===== config.mk =====
export PLATFORM = sky130hd
export DESIGN_NAME = utf8_to_utf16_offset_counter
export DESIGN_NICKNAME = d
export VERILOG_FILES = /design/src/u8u16_pkg.sv /design/src/u8u16_core.sv /design/src/utf8_to_utf16_offset_counter.sv
export SDC_FILE = /design/constraint.sdc
export NUM_CORES = 1
export LEC_CHECK = 0
export ABC_AREA = 0
export ABC_CLOCK_PERIOD_IN_PS = 15600
export BUFFER_PORTS_ARGS = -buffer_cell sky130_fd_sc_hd__buf_2
export CAP_MARGIN = 20
export CORE_MARGIN = 4
export CORE_UTILIZATION = 45
export DETAILED_ROUTE_END_ITERATION = 8
export SYNTH_ARGS = -nofsm -noshare
export SYNTH_HDL_FRONTEND = slang
export SYNTH_HIERARCHICAL = 1
export SYNTH_SLANG_ARGS = --single-unit

===== constraint.sdc =====
create_clock -name clk -period 15.6 [get_ports clk]
set_clock_uncertainty 0.1 [all_clocks]
set_input_delay 1.56 -clock clk [delete_from_list [all_inputs] [get_ports clk]]
set_output_delay 1.56 -clock clk [all_outputs]
set_load 0.01 [all_outputs]

===== src/u8u16_pkg.sv =====
`timescale 1ns / 1ps
// ----------------------------------------------------------------------------
// u8u16_pkg
// Shared types, limits and the UTF-8 sequence classifier.
// ----------------------------------------------------------------------------
package u8u16_pkg;

  localparam int CNT_W = 21;
  // bytes taken per string; counts stay below 2^CNT_W, so no wrap occurs
  localparam logic [CNT_W:0] MAX_BYTES = (CNT_W + 1)'(1048576);

  typedef logic [CNT_W-1:0] cnt_t;

  typedef struct packed {
    logic [7:0] data_byte;
    logic       last_byte;
    cnt_t       target_units;
  } in_word_t;

  typedef struct packed {
    cnt_t unit_count;
    cnt_t byte_offset;
    logic splits_pair;
  } out_word_t;

  localparam logic [7:0] ASCII_MAX  = 8'h7F;
  localparam logic [7:0] CONT_MASK  = 8'hC0;
  localparam logic [7:0] CONT_TAG   = 8'h80;
  localparam logic [7:0] LEAD2_MIN  = 8'hC2;
  localparam logic [7:0] LEAD2_MAX  = 8'hDF;
  localparam logic [7:0] LEAD3_MIN  = 8'hE0;
  localparam logic [7:0] LEAD3_MAX  = 8'hEF;
  localparam logic [7:0] E0_B1_MIN  = 8'hA0;  // also first surrogate byte after ED
  localparam logic [7:0] SURR_LEAD  = 8'hED;
  localparam logic [7:0] LEAD4_MIN  = 8'hF0;
  localparam logic [7:0] LEAD4_MAX  = 8'hF4;
  localparam logic [7:0] F0_B1_MIN  = 8'h90;  // also range limit after F4

  function automatic logic is_cont(input logic [7:0] b);
    return (b & CONT_MASK) == CONT_TAG;
  endfunction

  // length of the item led by b0, given avail known bytes (1..4)
  function automatic logic [2:0] item_len(input logic [7:0] b0, input logic [7:0] b1,
                                          input logic [7:0] b2, input logic [7:0] b3,
                                          input logic [2:0] avail);
    logic [2:0] len;
    len = 3'd1;
    if (b0 <= ASCII_MAX) begin
      len = 3'd1;
    end else if (b0 >= LEAD2_MIN && b0 <= LEAD2_MAX && avail >= 3'd2 && is_cont(b1)) begin
      len = 3'd2;
    end else if (b0 >= LEAD3_MIN && b0 <= LEAD3_MAX && avail >= 3'd3 &&
                 is_cont(b1) && is_cont(b2) &&
                 !(b0 == LEAD3_MIN && b1 < E0_B1_MIN) &&
                 !(b0 == SURR_LEAD && b1 >= E0_B1_MIN)) begin
      len = 3'd3;
    end else if (b0 >= LEAD4_MIN && b0 <= LEAD4_MAX && avail >= 3'd4 &&
                 is_cont(b1) && is_cont(b2) && is_cont(b3) &&
                 !(b0 == LEAD4_MIN && b1 < F0_B1_MIN) &&
                 !(b0 == LEAD4_MAX && b1 >= F0_B1_MIN)) begin
      len = 3'd4;
    end
    return len;
  endfunction

endpackage


===== src/u8u16_core.sv =====
`timescale 1ns / 1ps
// ----------------------------------------------------------------------------
// u8u16_core
// Look-ahead window and counters; forms the result on the string's last word.
// ----------------------------------------------------------------------------
module u8u16_core (
  input  logic                 clk,
  input  logic                 rst,
  input  logic                 take,
  input  u8u16_pkg::in_word_t  word,
  output logic                 done,
  output u8u16_pkg::out_word_t result
);

  logic [7:0]      win [3];
  logic [1:0]      fill;
  logic [1:0]      skip;
  u8u16_pkg::cnt_t bytes_seen;
  u8u16_pkg::cnt_t units_seen;
  u8u16_pkg::cnt_t held_target;
  logic            found;
  u8u16_pkg::cnt_t found_offset;
  logic            split;
  logic            open;

  logic [7:0]      win_next [3];
  logic [1:0]      fill_next;
  logic [1:0]      skip_next;
  u8u16_pkg::cnt_t bytes_next;
  u8u16_pkg::cnt_t units_next;
  u8u16_pkg::cnt_t held_c;
  logic            found_next;
  u8u16_pkg::cnt_t found_offset_next;
  logic            split_next;

  logic [7:0]                  w [4];
  logic [2:0]                  n;
  logic [2:0]                  r;
  logic [2:0]                  lens [4];
  logic [u8u16_pkg::CNT_W:0]   diff;

  always_comb begin
    logic [1:0]      fill_c;
    logic [1:0]      sk;
    u8u16_pkg::cnt_t bytes_c;
    u8u16_pkg::cnt_t units_c;
    logic            fnd;
    logic            spl;
    logic            fnew;
    logic [3:0]      du;
    logic [2:0]      db;
    logic [2:0]      fdb;
    logic [1:0]      u;
    logic            append;

    // a fresh string starts from cleared state
    fill_c  = open ? fill : 2'd0;
    sk      = open ? skip : 2'd0;
    bytes_c = open ? bytes_seen : '0;
    units_c = open ? units_seen : '0;
    held_c  = open ? held_target : word.target_units;
    fnd     = open ? found : 1'b0;
    spl     = open ? split : 1'b0;

    for (int i = 0; i < 4; i++) begin
      w[i] = (i < 3 && 2'(i) < fill_c) ? win[i % 3] : 8'h00;
    end
    append = ({1'b0, bytes_c} + (u8u16_pkg::CNT_W + 1)'(fill_c)) < u8u16_pkg::MAX_BYTES;
    if (append) begin
      w[fill_c] = word.data_byte;
    end
    n = 3'(fill_c) + 3'(append);
    r = word.last_byte ? n : ((n == 3'd4) ? 3'd1 : 3'd0);

    for (int k = 0; k < 4; k++) begin
      lens[k] = u8u16_pkg::item_len(w[k],
                                    (k + 1 < 4) ? w[(k + 1) % 4] : 8'h00,
                                    (k + 2 < 4) ? w[(k + 2) % 4] : 8'h00,
                                    (k + 3 < 4) ? w[(k + 3) % 4] : 8'h00,
                                    n - 3'(k));
    end

    // target relative to the unit count at the start of this word
    diff = {1'b0, held_c} - {1'b0, units_c};

    du   = 4'd0;
    db   = 3'd0;
    fdb  = 3'd0;
    fnew = 1'b0;
    for (int k = 0; k < 4; k++) begin
      u = 2'd1;
      if (3'(k) < r) begin
        if (sk != 2'd0) begin
          sk = sk - 2'd1;
        end else begin
          u = (lens[k] == 3'd4) ? 2'd2 : 2'd1;
          if (!fnd) begin
            if (diff == (u8u16_pkg::CNT_W + 1)'(du)) begin
              fnd  = 1'b1;
              fnew = 1'b1;
              fdb  = db;
            end else if (u == 2'd2 &&
                         diff == (u8u16_pkg::CNT_W + 1)'(du) + (u8u16_pkg::CNT_W + 1)'(1)) begin
              fnd  = 1'b1;
              fnew = 1'b1;
              fdb  = db;
              spl  = 1'b1;
            end
          end
          du = du + 4'(u);
          sk = 2'(lens[k] - 3'd1);
        end
        db = db + 3'd1;
      end
    end

    bytes_next        = bytes_c + u8u16_pkg::CNT_W'(db);
    units_next        = units_c + u8u16_pkg::CNT_W'(du);
    found_offset_next = fnew ? bytes_c + u8u16_pkg::CNT_W'(fdb) : found_offset;
    found_next        = fnd;
    split_next        = spl;
    skip_next         = sk;
    fill_next         = 2'(n - r);
    for (int i = 0; i < 3; i++) begin
      win_next[i] = (r != 3'd0) ? w[i + 1] : w[i];
    end
  end

  assign done               = take && word.last_byte;
  assign result.unit_count  = units_next;
  assign result.byte_offset = found_next ? found_offset_next : bytes_next;
  assign result.splits_pair = found_next && split_next;

  always_ff @(posedge clk) begin
    if (rst || done) begin
      for (int i = 0; i < 3; i++) begin
        win[i] <= 8'h00;
      end
      fill         <= 2'd0;
      skip         <= 2'd0;
      bytes_seen   <= '0;
      units_seen   <= '0;
      held_target  <= '0;
      found        <= 1'b0;
      found_offset <= '0;
      split        <= 1'b0;
      open         <= 1'b0;
    end else if (take) begin
      win          <= win_next;
      fill         <= fill_next;
      skip         <= skip_next;
      bytes_seen   <= bytes_next;
      units_seen   <= units_next;
      held_target  <= held_c;
      found        <= found_next;
      found_offset <= found_offset_next;
      split        <= split_next;
      open         <= 1'b1;
    end
  end

endmodule


===== src/utf8_to_utf16_offset_counter.sv =====
`timescale 1ns / 1ps
// ----------------------------------------------------------------------------
// utf8_to_utf16_offset_counter
// Validates a UTF-8 string word by word and reports its UTF-16 length, the
// byte offset of a target UTF-16 index and whether it splits a pair.
// ----------------------------------------------------------------------------
//  channel | valid     | ready     | payload  | word
//  input   | byte_valid| byte_ready| byte_word| one string byte + last flag
//  output  | res_valid | res_ready | res_word | one result per string
//
// One byte is taken every cycle while byte_ready is high; a string's result is registered
// from its last byte into the result register, or into one spare slot if that is still held.
// byte_ready drops only while both result slots are full.
// Reset (rst, synchronous) clears the window, counters and both slots; no
// clearing pass is needed.
module utf8_to_utf16_offset_counter (
  input  logic                 clk,
  input  logic                 rst,
  input  logic                 byte_valid,
  output logic                 byte_ready,
  input  u8u16_pkg::in_word_t  byte_word,
  output logic                 res_valid,
  input  logic                 res_ready,
  output u8u16_pkg::out_word_t res_word
);

  logic                 take;
  logic                 done;
  u8u16_pkg::out_word_t result;
  logic                 spare_valid;
  u8u16_pkg::out_word_t spare;
  logic                 pop;

  assign byte_ready = !spare_valid;
  assign take       = byte_valid && byte_ready;
  assign pop        = res_valid && res_ready;

  u8u16_core u_core (
    .clk    (clk),
    .rst    (rst),
    .take   (take),
    .word   (byte_word),
    .done   (done),
    .result (result)
  );

  always_ff @(posedge clk) begin
    if (rst) begin
      res_valid   <= 1'b0;
      spare_valid <= 1'b0;
    end else if (spare_valid) begin
      if (pop) begin
        res_valid   <= 1'b1;
        spare_valid <= 1'b0;
      end
    end else if (done) begin
      if (!res_valid || pop) begin
        res_valid <= 1'b1;
      end else begin
        spare_valid <= 1'b1;
      end
    end else if (pop) begin
      res_valid <= 1'b0;
    end
  end

  always_ff @(posedge clk) begin
    if (spare_valid) begin
      if (pop) begin
        res_word <= spare;
      end
    end else if (done) begin
      if (!res_valid || pop) begin
        res_word <= result;
      end else begin
        spare <= result;
      end
    end
  end

  // spare slot is only ever filled behind a waiting result
  assert property (@(posedge clk) disable iff (rst) spare_valid |-> res_valid)
    else $error("spare slot valid without a result in the output register");

  // a last byte is always followed on the next cycle by a valid result on the port
  assert property (@(posedge clk) disable iff (rst)
                   (take && byte_word.last_byte) |=> res_valid)
    else $error("last byte accepted but no result presented");

  // draining with a spare queued keeps a result on the port
  assert property (@(posedge clk) disable iff (rst)
                   (pop && spare_valid) |=> (res_valid && !spare_valid))
    else $error("spare result lost when output register drained");

endmodule

==> flow_summary.ini <==
[sta]
rsz0062_at_grt = false
maxSlewViolCount = 0
setup_viol = 0
timing.hold.ws_ps = 352
fin_crit_sh_pct = 68.2
max_clock_freq_mhz = 93.9
hold_viol = 0
period_needed_ps = 10650
slew_headroom_pct = 30.3
tns_ps = 0
tightestPinTransition_ps = 1040

[worst_setup_path]
cp_slowest_stage_delay_ps = 690
critPathLaunch = u_core/open
timing.rr.end = res_word[13]
crit_top_cell = ha_1
ff2ff_path_depth = 39
rrSetupSlack_ps = 4950
cp.buffers_inverters = 5
r2r_start = u_core/open
end_kind = flop
required_ps = 15780
crit_end = res_word[13]
critPathTopFamily = simple AND/OR/NAND/NOR gates
crit_slowest_cell = dfxtp_4
crit_arrival_ps = 10830
path_depth = 39
cp-start-kind = flop
critical_path_peak_fanout = 54
path_class = flop to flop

[drt]
dr_total_vias = 11200
routed_via_density = 5.89
post-route-drc-count = 0
drtAntennaViolNets = 0
drt_wl_total_um = 36200
drtIter0Drc = 1027
routedWlPerCell_um = 19.0
first_pass_iters = 5

[synthesis]
synth_area_um2 = 13200
synthMuxAreaShare_pct = 13.2
synth_simple_gate_area_share_pct = 19.2
syn_inst = 1469
synth_top_flop_cell = dfxtp_1
syn_nets = 1549
synth_top_family_by_area = simple AND/OR/NAND/NOR gates
synthXorXnorAreaFrac_pct = 4.27
synth_seq_cells = 203
seq_area_frac_synth_pct = 37.2
synth.avg_cell_area_um2 = 9.01
yosysUniqueCellTypes = 88
synthArstFlopShare_pct = 0
synthAdderAreaFrac_pct = 4.65
synth_edf_count = 86
synth_compound_area_share_pct = 17.8
yosys_warnings = 6

[final_layout]
multi_input_area_um2 = 7860
stdcell_count = 1905
final_cell_mix = 195 x nor2_1, 125 x nand2_1, 115 x dfxtp_1
nNetsFinal = 1583
final_common_cell = nor2_1
final-seq-area_um2 = 4930
n_antenna_cell = 0
post-route-cell-area_um2 = 14600
drive_gt1_share_pct = 14.3
area_delta_synth_final_pct = 10.5
fillCellCount = 2781

[clock_tree]
post_cts_buffers = 0
cts_buffer_depth = 3
numCtsBuffers = 24
htreeDepth = 1
cts_root_buf = clkbuf_16
ctsResizeCount = 0
ctsHoldBuffers = 0
path_clk_slew_ps = 60
cts.sinks = 203
clk_latency_ps = 530
cts_tree = done

[floorplan]
start_util_pct = 45.9
chipHeight_um = 180
dieArea_um2 = 32200
core_um2 = 28900
num_rows = 62
io-pin-count = 79
die_x_um = 180

[pwr]
ir_drop_v = 0.0000715
leakagePower_nw = 5.45
powerDensity_nw_per_um2 = 87.7

[global_routing]
grt_pass1_vias = 10700
grtUsageTotal_pct = 21.7
antenna_found_initial = 0
grt_max_degree = 58
grt_remaining_overflow = 0
grt_pass1_wl_um = 58900

[placed_design]
place_congestion = 0.906
dp_cells = 1860
dp_hpwl_um = 26300
placed_area_um2 = 13900
io_buffer_count = 78

[status]
run_status = finished clean

[worst_hold_path]
hp-class = flop to flop

[job]
cap_violations = 0
==> flip-flops by register name (all words and copies together), names as in the netlist <==
signal and cells:
u_core/bytes_seen 21, u_core/held_target 21, spare_valid 1, u_core/found_offset 21
res_valid 1, u_core/units_seen 21, u_core/found 1, u_core/fill 2
u_core/win 24, res_word 43, spare 43, u_core/split 1
u_core/skip 2, u_core/open 1
==> cells by family (layout without fill, tap and decap cells) <==
kind of cell	after synthesis	after routing
DFF	203	203
muxes	166	166
AOI/OAI and AO/OA	342	342
other	1	1
xor gates and xnor gates	63	63
and+or+nand+nor	533	533
adders and majority gates	47	47
buffers and inverters	114	166
==> report_power, final <==
| group | internal (mW) | switching, mW | leakage (nW) | total [mW] |
|---|---|---|---|---|
| registers | 0.566 | 0.0108 | 1.75 | 0.577 |
| clock network | 0.304 | 0.225 | 0.361 | 0.528 |
| logic | 0.0675 | 0.110 | 3.34 | 0.178 |
==> cell type report <==
cell class | instances | area share, %
clock buffers | 35 | 4.66
clock inverters | 9 | 0.436
inverters | 33 | 0.846
multi-input cells | 1152 | 53.7
flip-flops and latches | 203 | 33.7
well taps | 384 | 3.28
repair buffers | 89 | 3.37
==> metal layers <==
metal  global-route usage [%]  up-vias  share of wire (%)
met2                     33.4      371                 43
li1                         -     5504                  -
met4                     4.85        0                2.4
met1                     32.7     5288                 49
met5                        0        -                  0
met3                     2.83       53                6.0
==> Yosys cell counts (all sizes together) (20+ instances only) <==
master | count | area, um^2
a211oi | 28 | 228
a21o | 20 | 150
a21oi | 81 | 405
a22oi | 20 | 150
and2 | 22 | 138
buf | 20 | 133
clkbuf | 61 | 229
dfxtp | 117 | 2340
edfxtp | 86 | 2580
ha | 42 | 526
inv | 32 | 120
mux2 | 67 | 754
mux2i | 99 | 991
nand2 | 126 | 475
nand3 | 31 | 160
nand4 | 20 | 140
nor2 | 196 | 736
nor3 | 29 | 145
nor4 | 20 | 125
o21ai | 69 | 349
xnor2 | 40 | 350
xor2 | 22 | 193
==> stage by stage <==
step / setup WS, ps / utilization (%) / power, mW
floorplan: 6860 / - / 0.715
global placement: 5390 / 48.0 / 0.763
detailed placement: 5110 / 48.0 / 0.764
CTS: 5080 / 50.6 / 1.30
global route: 4130 / 50.7 / 1.34
finish: 4950 / 50.7 / 1.28
==> how the worst min path moves through the flow <==
stage	from	depth (start not counted)	slack [ps]	to
final	u_core/found_offset[1]	2	350	u_core/found_offset[1]
after global routing	u_core/win[8]	2	390	u_core/win[8]
after CTS	u_core/found_offset[1]	2	350	u_core/found_offset[1]
after detailed placement	u_core/found_offset[1]	2	340	u_core/found_offset[1]
after global placement	u_core/found_offset[1]	2	340	u_core/found_offset[1]
after floorplan	u_core/found_offset[1]	2	330	u_core/found_offset[1]
==> worst reg2reg max path: cells and delay by family, from the launching register on <==
family	cells	cell delay, ps
buf+inv	5	920
flops	1	690
mux	2	440
xor+xnor	2	570
compound gates	11	2290
fa+ha+maj	8	1990
simple gates	11	3420
Note: power is estimated with default switching activity, not from simulation.
